$ cat config.mk
export PLATFORM = sky130hd
export DESIGN_NAME = aes_cbc_ctrl
export DESIGN_NICKNAME = d
export VERILOG_FILES = /design/src/aes_cbc_pkg.sv /design/src/aes_cbc_ctrl.sv
export SDC_FILE = /design/constraint.sdc
export NUM_CORES = 1
export LEC_CHECK = 0
export BUFFER_PORTS_ARGS = -buffer_cell sky130_fd_sc_hd__buf_2
export CAP_MARGIN = 40
export CORE_MARGIN = 3
export CORE_UTILIZATION = 48
export DETAILED_ROUTE_END_ITERATION = 7
export GPL_TIMING_DRIVEN = 0
export PLACE_DENSITY = 0.81
export SLEW_MARGIN = 25
export SYNTH_ARGS = -nofsm -noshare
export SYNTH_HDL_FRONTEND = slang
export SYNTH_SLANG_ARGS = --single-unit
$ cat constraint.sdc
create_clock -name clk -period 1.9 [get_ports clk]
set_input_delay 0.19 -clock clk [delete_from_list [all_inputs] [get_ports clk]]
set_output_delay 0.19 -clock clk [all_outputs]
set_load 0.01 [all_outputs]
$ cat src/aes_cbc_pkg.sv
// Shared types, constants and round functions of the AES-CBC block.
// Used by the controller, the datapath and the top level.
`default_nettype none

package aes_cbc_pkg;

	// Size of the key schedule store, in 32-bit schedule words (44..60).
	localparam int SCHEDULE_WORDS = 60;
	localparam int RK_ROWS = SCHEDULE_WORDS / 4;
	localparam int RK_AW = (RK_ROWS > 1) ? $clog2(RK_ROWS) : 1;
	localparam int NK_MAX = (SCHEDULE_WORDS >= 60) ? 8 : ((SCHEDULE_WORDS >= 52) ? 6 : 4);

	// Configuration register indexes.
	localparam logic [2:0] REG_KEY_0 = 3'd0;
	localparam logic [2:0] REG_KEY_1 = 3'd1;
	localparam logic [2:0] REG_KEY_2 = 3'd2;
	localparam logic [2:0] REG_KEY_3 = 3'd3;
	localparam logic [2:0] REG_KEY_LEN = 3'd4;
	localparam logic [2:0] REG_IV_HIGH = 3'd5;
	localparam logic [2:0] REG_IV_LOW = 3'd6;
	localparam logic [2:0] REG_DECRYPT_MODE = 3'd7;

	localparam logic [1:0] KEY_LEN_128 = 2'd0;
	localparam logic [1:0] KEY_LEN_192 = 2'd1;

	localparam logic [7:0] RCON_FIRST = 8'h01;
	localparam logic [7:0] GF_POLY = 8'h1b;

	// Datapath operation codes.
	localparam logic [1:0] OP_NONE = 2'd0;
	localparam logic [1:0] OP_ARK = 2'd1;
	localparam logic [1:0] OP_ROUND = 2'd2;

	localparam logic [2047:0] FWD_BOX_BITS = {
		128'h637c777bf26b6fc53001672bfed7ab76, 128'hca82c97dfa5947f0add4a2af9ca472c0,
		128'hb7fd9326363ff7cc34a5e5f171d83115, 128'h04c723c31896059a071280e2eb27b275,
		128'h09832c1a1b6e5aa0523bd6b329e32f84, 128'h53d100ed20fcb15b6acbbe394a4c58cf,
		128'hd0efaafb434d338545f9027f503c9fa8, 128'h51a3408f929d38f5bcb6da2110fff3d2,
		128'hcd0c13ec5f974417c4a77e3d645d1973, 128'h60814fdc222a908846eeb814de5e0bdb,
		128'he0323a0a4906245cc2d3ac629195e479, 128'he7c8376d8dd54ea96c56f4ea657aae08,
		128'hba78252e1ca6b4c6e8dd741f4bbd8b8a, 128'h703eb5664803f60e613557b986c11d9e,
		128'he1f8981169d98e949b1e87e9ce5528df, 128'h8ca1890dbfe6426841992d0fb054bb16};

	localparam logic [2047:0] INV_BOX_BITS = {
		128'h52096ad53036a538bf40a39e81f3d7fb, 128'h7ce339829b2fff87348e4344c4dee9cb,
		128'h547b9432a6c2233dee4c950b42fac34e, 128'h082ea16628d924b2765ba2496d8bd125,
		128'h72f8f66486689816d4a45ccc5d65b692, 128'h6c704850fdedb9da5e154657a78d9d84,
		128'h90d8ab008cbcd30af7e45805b8b34506, 128'hd02c1e8fca3f0f02c1afbd0301138a6b,
		128'h3a9111414f67dcea97f2cfcef0b4e673, 128'h96ac7422e7ad3585e2f937e81c75df6e,
		128'h47f11a711d29c5896fb7620eaa18be1b, 128'hfc563e4bc6d279209adbc0fe78cd5af4,
		128'h1fdda8338807c731b11210592780ec5f, 128'h60517fa919b54a0d2de57a9f93c99cef,
		128'ha0e03b4dae2af5b0c8ebbb3c83539961, 128'h172b047eba77d626e169146355210c7d};

	// Controller to datapath commands.
	typedef struct packed {
		logic accept;
		logic exp_en;
		logic exp_from_key;
		logic [5:0] exp_idx;
		logic exp_rot;
		logic exp_sub;
		logic load;
		logic [1:0] op;
		logic last;
		logic finish;
		logic [RK_AW-1:0] rd_addr;
	} cmd_t;

	// Datapath to controller status.
	typedef struct packed {
		logic [3:0] nk;
		logic [3:0] nr;
		logic decrypt;
		logic key_change;
	} status_t;

	function automatic logic [7:0] fwd_box(input logic [7:0] x);
		return FWD_BOX_BITS[{~x, 3'b000} +: 8];
	endfunction

	function automatic logic [7:0] inv_box(input logic [7:0] x);
		return INV_BOX_BITS[{~x, 3'b000} +: 8];
	endfunction

	function automatic logic [31:0] sbox_word(input logic [31:0] w);
		return {fwd_box(w[31:24]), fwd_box(w[23:16]), fwd_box(w[15:8]), fwd_box(w[7:0])};
	endfunction

	function automatic logic [7:0] xt(input logic [7:0] a);
		return {a[6:0], 1'b0} ^ (a[7] ? GF_POLY : 8'h00);
	endfunction

	// Effective words per key, limited to what the schedule store can hold.
	function automatic logic [3:0] eff_nk(input logic [1:0] ks);
		logic [3:0] nk;
		if (ks == KEY_LEN_128) nk = 4'd4;
		else if (ks == KEY_LEN_192) nk = 4'd6;
		else nk = 4'd8;
		if (nk > 4'(NK_MAX)) nk = 4'(NK_MAX);
		return nk;
	endfunction

	// Byte n of the block sits at bits 127-8n down.
	function automatic logic [127:0] sub_shift(input logic [127:0] s, input logic inv);
		logic [127:0] t;
		int fs;
		int is;
		int d;
		t = '0;
		for (int r = 0; r < 4; r++) begin
			for (int c = 0; c < 4; c++) begin
				d = r + 4 * c;
				fs = r + 4 * ((c + r) & 3);
				is = r + 4 * ((c + 4 - r) & 3);
				if (inv) t[127 - 8 * d -: 8] = inv_box(s[127 - 8 * is -: 8]);
				else t[127 - 8 * d -: 8] = fwd_box(s[127 - 8 * fs -: 8]);
			end
		end
		return t;
	endfunction

	function automatic logic [31:0] mix_col(input logic [31:0] col, input logic inv);
		logic [7:0] a [4];
		logic [7:0] x2 [4];
		logic [7:0] x4 [4];
		logic [7:0] x8 [4];
		logic [31:0] o;
		o = '0;
		for (int k = 0; k < 4; k++) begin
			a[k] = col[31 - 8 * k -: 8];
			x2[k] = xt(a[k]);
			x4[k] = xt(x2[k]);
			x8[k] = xt(x4[k]);
		end
		for (int r = 0; r < 4; r++) begin
			if (inv) begin
				o[31 - 8 * r -: 8] = (x8[r] ^ x4[r] ^ x2[r])
					^ (x8[(r + 1) & 3] ^ x2[(r + 1) & 3] ^ a[(r + 1) & 3])
					^ (x8[(r + 2) & 3] ^ x4[(r + 2) & 3] ^ a[(r + 2) & 3])
					^ (x8[(r + 3) & 3] ^ a[(r + 3) & 3]);
			end else begin
				o[31 - 8 * r -: 8] = x2[r] ^ (x2[(r + 1) & 3] ^ a[(r + 1) & 3])
					^ a[(r + 2) & 3] ^ a[(r + 3) & 3];
			end
		end
		return o;
	endfunction

	function automatic logic [127:0] mix_cols(input logic [127:0] s, input logic inv);
		return {mix_col(s[127:96], inv), mix_col(s[95:64], inv),
			mix_col(s[63:32], inv), mix_col(s[31:0], inv)};
	endfunction

endpackage

`default_nettype wire

$ cat src/aes_cbc_ctrl.sv
// Controller of the AES-CBC block: key expansion sequencing, round counting
// and the input and output handshakes. Uses aes_cbc_pkg.
`default_nettype none

module aes_cbc_ctrl
	import aes_cbc_pkg::*;
(
	input wire logic clk,
	input wire logic arst_n,
	input wire logic in_valid,
	output logic in_stall,
	output logic out_valid,
	input wire logic out_stall,
	input wire status_t status,
	output cmd_t cmd
);

	localparam logic [2:0] ST_IDLE = 3'd0;
	localparam logic [2:0] ST_EXPAND = 3'd1;
	localparam logic [2:0] ST_LOAD = 3'd2;
	localparam logic [2:0] ST_ROUND = 3'd3;
	localparam logic [2:0] ST_FINISH = 3'd4;

	logic [2:0] state_q;
	logic [3:0] cnt_q;
	logic [5:0] widx_q;
	logic [2:0] mod_q;
	logic keys_ready_q;
	logic out_valid_q;

	logic accept;
	logic from_key;
	logic exp_last;
	logic out_free;
	logic [3:0] next_row;

	assign in_stall = (state_q != ST_IDLE);
	assign out_valid = out_valid_q;
	assign accept = in_valid && (state_q == ST_IDLE);
	assign from_key = (widx_q < {2'b00, status.nk});
	assign exp_last = (widx_q == {status.nr, 2'b11});
	assign out_free = !out_valid_q || !out_stall;

	always_comb begin
		if (state_q == ST_LOAD) next_row = status.decrypt ? status.nr : 4'd0;
		else next_row = status.decrypt ? (status.nr - cnt_q - 4'd1) : (cnt_q + 4'd1);
	end

	always_comb begin
		cmd = '0;
		cmd.accept = accept;
		cmd.exp_en = (state_q == ST_EXPAND);
		cmd.exp_from_key = from_key;
		cmd.exp_idx = widx_q;
		cmd.exp_rot = !from_key && (mod_q == 3'd0);
		cmd.exp_sub = !from_key && (status.nk == 4'd8) && (mod_q == 3'd4);
		cmd.load = (state_q == ST_LOAD);
		cmd.op = (state_q != ST_ROUND) ? OP_NONE : ((cnt_q == 4'd0) ? OP_ARK : OP_ROUND);
		cmd.last = (cnt_q == status.nr);
		cmd.finish = (state_q == ST_FINISH) && out_free;
		cmd.rd_addr = RK_AW'(next_row);
	end

	always_ff @(posedge clk or negedge arst_n) begin
		if (!arst_n) begin
			state_q <= ST_IDLE;
			cnt_q <= '0;
			widx_q <= '0;
			mod_q <= '0;
			keys_ready_q <= 1'b0;
			out_valid_q <= 1'b0;
		end else begin
			if (cmd.finish) out_valid_q <= 1'b1;
			else if (!out_stall) out_valid_q <= 1'b0;
			if (status.key_change) keys_ready_q <= 1'b0;
			case (state_q)
				ST_IDLE: begin
					widx_q <= '0;
					mod_q <= '0;
					cnt_q <= '0;
					if (accept) state_q <= keys_ready_q ? ST_LOAD : ST_EXPAND;
				end
				ST_EXPAND: begin
					widx_q <= widx_q + 6'd1;
					mod_q <= ({1'b0, mod_q} == status.nk - 4'd1) ? 3'd0 : mod_q + 3'd1;
					if (exp_last) begin
						keys_ready_q <= 1'b1;
						state_q <= ST_LOAD;
					end
				end
				ST_LOAD: begin
					cnt_q <= '0;
					state_q <= ST_ROUND;
				end
				ST_ROUND: begin
					cnt_q <= cnt_q + 4'd1;
					if (cnt_q == status.nr) state_q <= ST_FINISH;
				end
				ST_FINISH: begin
					if (out_free) state_q <= ST_IDLE;
				end
				default: state_q <= ST_IDLE;
			endcase
		end
	end

	a_load_keys: assert property (@(posedge clk) disable iff (!arst_n)
		(state_q == ST_LOAD) |-> keys_ready_q)
		else $error("cipher started without an expanded schedule");
	a_round_bound: assert property (@(posedge clk) disable iff (!arst_n)
		(state_q == ST_ROUND) |-> (cnt_q <= status.nr))
		else $error("round counter past the last round");
	a_no_overwrite: assert property (@(posedge clk) disable iff (!arst_n)
		(out_valid_q && out_stall) |=> (out_valid_q && !$past(cmd.finish)))
		else $error("held result word overwritten");

endmodule

`default_nettype wire

==> results.cfg, run 1 <==
[pwr]
power_frac_comb = 0.660
power.density_nw_per_um2 = 1380
p_int_mw = 1.38
p_leak_nw = 0.927
switching_share = 0.448
vdd_drop_max_mv = 0.731
clkPwrFrac = 0.078
net-switching-power_mw = 1.12
p_seq_frac = 0.262

[cts]
root_buffer = clkbuf_4
cts.sinks = 18
clk_latency_ps = 290
numCtsBuffers = 3
cts.clk_slew.worst_paths_ps = 110
cts_tree = done
cts_max_level = 1
clock_tree.buffer_depth = 2

[timing]
setup_slack_ps = -257
worstMarginPinSlew_ps = 416
fin_worst_skew_ps = 4.24
setup_viol = 6
rsz0062_at_grt = yes
post-route-period-util = 1.14
slew_headroom = 0.721
max_freq_ghz = 0.464
final_max_slew_viol_count = 0
hold_viol_final = 0
final.setup.tns_ps = -1290
period_needed_ps = 2160

[route]
routed_wirelength_mm = 3.64
drt_first_pass_iters = 4
vias = 1406
via_per_inst = 5.69
ant_nets = 0
wl_per_cell_um = 14.7
drc = 0
drt-initial-drc-count = 49

[setup_path]
cp_cell_sequence = ha_1, a21o_1, a21o_1, a2111oi_4, buf_4, buf_6
cp.depth = 6
worst_setup_path_start_kind = flip-flop
cp_common_cell = a21o_1
cp_slowest_cell = dfrtp_1
cp.arrival_ps = 1970
criticalPathCategory = reg2out
end_kind = output pin
slowest_delay_ps = 410
rr_worst_depth = 7
cp_top_family = compound AO/OA/AOI/OAI gates
crit_path_max_fanout = 3
critPathRequiredTime_ps = 1710
critPathBufInv = 2

[placement]
placed_area_um2 = 1640
gp_congestion = 0.816
dp_hpwl_mm = 2.56
port_buffers = 34

[synth]
ys_seq_area_frac = 0.314
synthArstFlopShare = 1.00
syn_nets = 197
ys_dominant_reg_cell = dfrtp_1
yosys_warnings = 0
ys_ff_latch = 18
synthCells = 170
synth_edf_count = 0
syn_area_um2 = 1440
syn_avg_cell_area_um2 = 8.44
ys_types = 36

[worst_hold_path]
whs_path_depth = 2
hold_path.class = in2reg

[floorplanning]
core_area_um2 = 2810
dieHeight_um = 60.7
rows = 19
pin_count = 36
die_w_um = 60.7
die_area_um2 = 3680
start_util = 0.512

[global_routing]
grt_util_all_layers = 0.225
grt-ovfl-total = 0
grt_max_degree = 19
grt_pass1_vias = 1363
grt_pass1_wl_mm = 6.27
grt_antenna_before_repair = 0

[layout]
final_layout_size_suffix_gt1_frac = 0.324
antenna_cells = 0
nFillCells = 243
design_area_um2 = 1820
syn_to_final_growth_pct = 26.8
final_nets = 245

[run]
cap_violations = 0

[run_status]
violations = setup timing
status = finished, violations left
-- final timing paths --
kind,start,endpoint,slack (ps)
min,status[0],keys_ready_q,70
min reg2reg,out_valid,out_valid,540
max,widx_q[1],cmd[17],-260
min in group asynchronous,arst_n,out_valid,340
max in group asynchronous,arst_n,cnt_q[0],1250
max reg2reg,state_q[1],widx_q[5],310
-- power by group through the flow --
stage          combinational [mW]  clock, mW  sequential (mW)
4_1_cts                      1.60      0.194            0.643
3_3_place_gp                 1.35          0            0.648
5_1_grt                      1.85      0.210            0.676
2_1_floorplan                1.00          0            0.634
6_report                     1.66      0.195            0.658
3_5_place_dp                 1.37          0            0.655
-- Yosys cell counts, types with 2 or more instances --
library cell / count / share of area
xor2_1: 3 / 0.018
inv_1: 14 / 0.037
a21oi_1: 9 / 0.031
o21ai_0: 10 / 0.035
nor2_1: 10 / 0.026
a211oi_1: 2 / 0.010
a22o_1: 3 / 0.018
o31ai_1: 3 / 0.016
nand4_1: 5 / 0.022
nand3_1: 5 / 0.017
nand2_1: 28 / 0.073
ha_1: 12 / 0.10
and3_1: 2 / 0.0087
mux2i_1: 3 / 0.021
xnor2_1: 9 / 0.055
mux2_2: 2 / 0.016
buf_4: 2 / 0.010
nor3_1: 4 / 0.014
clkbuf_1: 5 / 0.013
a21o_1: 3 / 0.016
o22ai_1: 4 / 0.017
dfrtp_1: 18 / 0.31
-- metal layers --
layer / vias to the layer above / wire length, um / track usage
li1: 686 / - / -
met1: 665 / 1500 / 0.286
met2: 49 / 1920 / 0.417
met3: 6 / 197 / 0.0277
met4: 0 / 34 / 0.0310
met5: - / 0 / 0
-- sequential cells by signal, summed over array words and instances (netlist names) --
signal        count
out_valid         1
state_q           3
keys_ready_q      1
cnt_q             4
widx_q            6
mod_q             3
-- per-stage QoR --
stage | util | total power [mW] | hold WS, ps | setup slack [ps] | std cells
after floorplan | - | 1.64 | -106 | 9.53 | 170
after global placement | 0.586 | 2.00 | 140 | -139 | 235
after detailed placement | 0.586 | 2.03 | 143 | -158 | 235
after CTS | 0.641 | 2.44 | 70.3 | -254 | 246
after global routing | 0.649 | 2.74 | 69.1 | -369 | 247
final | 0.649 | 2.51 | 72.7 | -257 | 247
-- placed cells by master, fill, tap and decap left out, types with 4 or more instances in the layout --
cell type   n
nor2_1     10
nand4_1     5
a21oi_1     8
buf_4      11
buf_2      33
ha_1        9
o22ai_1     4
inv_1      12
nand2_1    28
o21ai_0     9
nand3_1     5
dfrtp_1    15
xnor2_1     9
-- worst reg2reg max path, stage by stage (launching register included) --
cell	delay (ps)
dfrtp_1	400
buf_4	140
nor2_4	170
nand2_1	150
inv_2	130
and3_1	190
nand4_1	130
mux2i_1	150
-- area by class of cell --
type                       count  area [um2]  area share
buffer                         6        40.0      0.0220
timing repair buffer          45         265       0.146
clock buffer                   3        22.5      0.0124
multi-input combinational    129         942       0.518
sequential                    18         454       0.250
tap                           31        38.8      0.0213
inverter                      15        56.3      0.0309
-- what timing repair did --
action,4_1_cts,5_1_grt
buffers inserted,8,2
hold buffers,1,0
pin swaps,9,0
endpoints found under the hold margin,18,0
cloned,0,0
setup endpoints to repair,9,11
gates resized for setup,16,5
-- cells by family after synthesis --
kind of cell               count (synthesis)  synth area share
AOI/OAI and AO/OA                         39             0.187
xor gates and xnor gates                  12            0.0732
adders and majority gates                 13             0.119
buffers and inverters                     23            0.0706
DFF                                       18             0.314
muxes                                      5            0.0366
and+or+nand+nor                           60             0.201
No activity file was read; power rests on OpenSTA's default activity.
==> run 2, diff against run 1 <==
--- a/config.mk
+++ b/config.mk
@@ -12,6 +12,7 @@
 export DETAILED_ROUTE_END_ITERATION = 7
 export GPL_TIMING_DRIVEN = 0
 export PLACE_DENSITY = 0.81
+export RECOVER_POWER = 25
 export SLEW_MARGIN = 25
 export SYNTH_ARGS = -nofsm -noshare
 export SYNTH_HDL_FRONTEND = slang
==> run 2 against run 1 <==
Setup slack about the same; combinational power is essentially flat; routed wire length is 0.11% lower; highest routed layer unchanged; die area unchanged; clock power barely moved; non-clock buffer count stayed put; the run still ends with setup timing left; total power barely moved; fmax barely moved.
==> results.cfg, run 2 (synthesized netlist as in run 1, its figures left out) <==
[floorplanning]
die_area_um2 = 3680
core_area_um2 = 2810
dieHeight_um = 60.7
start_util = 0.512
die_w_um = 60.7
rows = 19
pin_count = 36

[timing]
final.setup.tns_ps = -1290
post-route-period-util = 1.14
fin_worst_skew_ps = 4.21
rsz0062_at_grt = yes
slew_headroom = 0.343
max_freq_ghz = 0.464
period_needed_ps = 2160
setup_slack_ps = -257
hold_ws_ps = 72.7
setup_viol = 6
final_max_slew_viol_count = 0
worstMarginPinSlew_ps = 985
hold_viol_final = 0

[setup_path]
critPathBufInv = 2
critPathRequiredTime_ps = 1710
reg2reg_from = state_q[1]
worst_setup_path_start_kind = flip-flop
cp_slowest_cell = dfrtp_1
crit_path_max_fanout = 3
rr_endpoint = widx_q[5]
rr_worst_depth = 7
end_kind = output pin
rrSetupSlack_ps = 310
cp.arrival_ps = 1970
cp_top_family = compound AO/OA/AOI/OAI gates
cp_cell_sequence = ha_1, a21o_1, a21o_1, a2111oi_4, buf_4, buf_6
cp_common_cell = a21o_1
slowest_delay_ps = 410
criticalPathCategory = reg2out

[worst_hold_path]
whs_path_depth = 2
hold_path.class = in2reg
holdPathEnd = keys_ready_q
hp-start = status[0]

[global_routing]
grt_max_degree = 19
grt_pass1_vias = 1363
grt_util_all_layers = 0.225
grt-ovfl-total = 0
grt_pass1_wl_mm = 6.27
grt_antenna_before_repair = 0

[layout]
syn_to_final_growth_pct = 26.7
top_regs = widx_q x6, cnt_q x4
layout_common_cells = buf_2 (32), nand2_1 (28), dfrtp_1 (15)
final_layout_size_suffix_gt1_frac = 0.319
multi_input_area_um2 = 942
regMostFlops = widx_q
final_common_cell = buf_2
final_nets = 245
largest_register_ffs = 6
final-seq-area_um2 = 454
antenna_cells = 0
nFillCells = 244

[run_status]
status = finished, violations left
violations = setup timing

[cts]
root_buffer = clkbuf_4
numCtsBuffers = 3
cts.clk_slew.worst_paths_ps = 110
cts_max_level = 1
cts_tree = done
clock_tree.buffer_depth = 2
clk_latency_ps = 290
cts.sinks = 18

[placement]
gp_congestion = 0.816
port_buffers = 34
dp_hpwl_mm = 2.56

[pwr]
vdd_drop_max_mv = 0.731
p_leak_nw = 0.925
power.density_nw_per_um2 = 1380

[route]
routed_wirelength_mm = 3.64
drc = 0
wl_per_cell_um = 14.7
drt-initial-drc-count = 49
via_per_inst = 5.70
drt_first_pass_iters = 4
ant_nets = 0
vias = 1408

[run]
cap_violations = 0
[run 2: cell types whose count changed in the layout (fill, tap and decap cells not counted)]
cell / previous run / this run
buf_2: 33 / 32
clkbuf_1: 1 / 2
[run 2: timing repair]
item                                    CTS  global route
pin swaps                                 9             0
resized for setup                        16             5
hold buffers                              1             0
hold endpoints to repair                 18             0
buffers inserted                          8             2
endpoints found under the setup margin    9            11
[run 2: layout make-up]
class,count,share of cell area
clock buffer,3,0.0124
tap,31,0.0213
inverter,15,0.0310
timing repair buffer,45,0.145
sequential,18,0.250
buffer,6,0.0220
multi-input combinational,129,0.518
[run 2: metrics by stage]
| step | util | cells | worst slack (ps) | power, mW | area [um2] |
|---|---|---|---|---|---|
| 3_3_place_gp | 0.586 | 235 | -139 | 2.00 | 1640 |
| 2_1_floorplan | - | 170 | 9.53 | 1.64 | 1440 |
| 3_5_place_dp | 0.586 | 235 | -158 | 2.03 | 1640 |
| 6_report | 0.648 | 247 | -257 | 2.51 | 1820 |
| 5_1_grt | 0.648 | 247 | -369 | 2.74 | 1820 |
| 4_1_cts | 0.641 | 246 | -254 | 2.44 | 1800 |
[run 2: worst max path at each step]
stage,start,end,slack [ps],depth (start not counted)
after floorplan,cnt_q[1],cmd[3],10,7
after global placement,cnt_q[2],cmd[3],-140,8
after detailed placement,cnt_q[2],cmd[3],-160,8
after CTS,widx_q[1],cmd[17],-250,6
after global routing,widx_q[1],cmd[10],-370,6
final,widx_q[1],cmd[17],-260,6
[run 2: worst register-to-register path, delay by kind of cell (launching register included)]
family / cells / cell delay (ps)
AND/OR/NAND/NOR: 4 / 650
multiplexers: 1 / 150
buffers and inverters: 2 / 270
flip-flops: 1 / 400
[run 2: routing by layer]
layer / up-vias / routed length, um / GRT usage
li1: 686 / - / -
met1: 665 / 1490 / 0.286
met2: 51 / 1910 / 0.417
met3: 6 / 199 / 0.0277
met4: 0 / 34 / 0.0310
met5: - / 0 / 0
[run 2: power breakdown]
| part | internal, mW | leakage, nW | switching (mW) |
|---|---|---|---|
| Combinational | 0.808 | 0.681 | 0.848 |
| Sequential | 0.503 | 0.230 | 0.155 |
| Clock | 0.0737 | 0.0138 | 0.121 |
| Total | 1.38 | 0.925 | 1.12 |
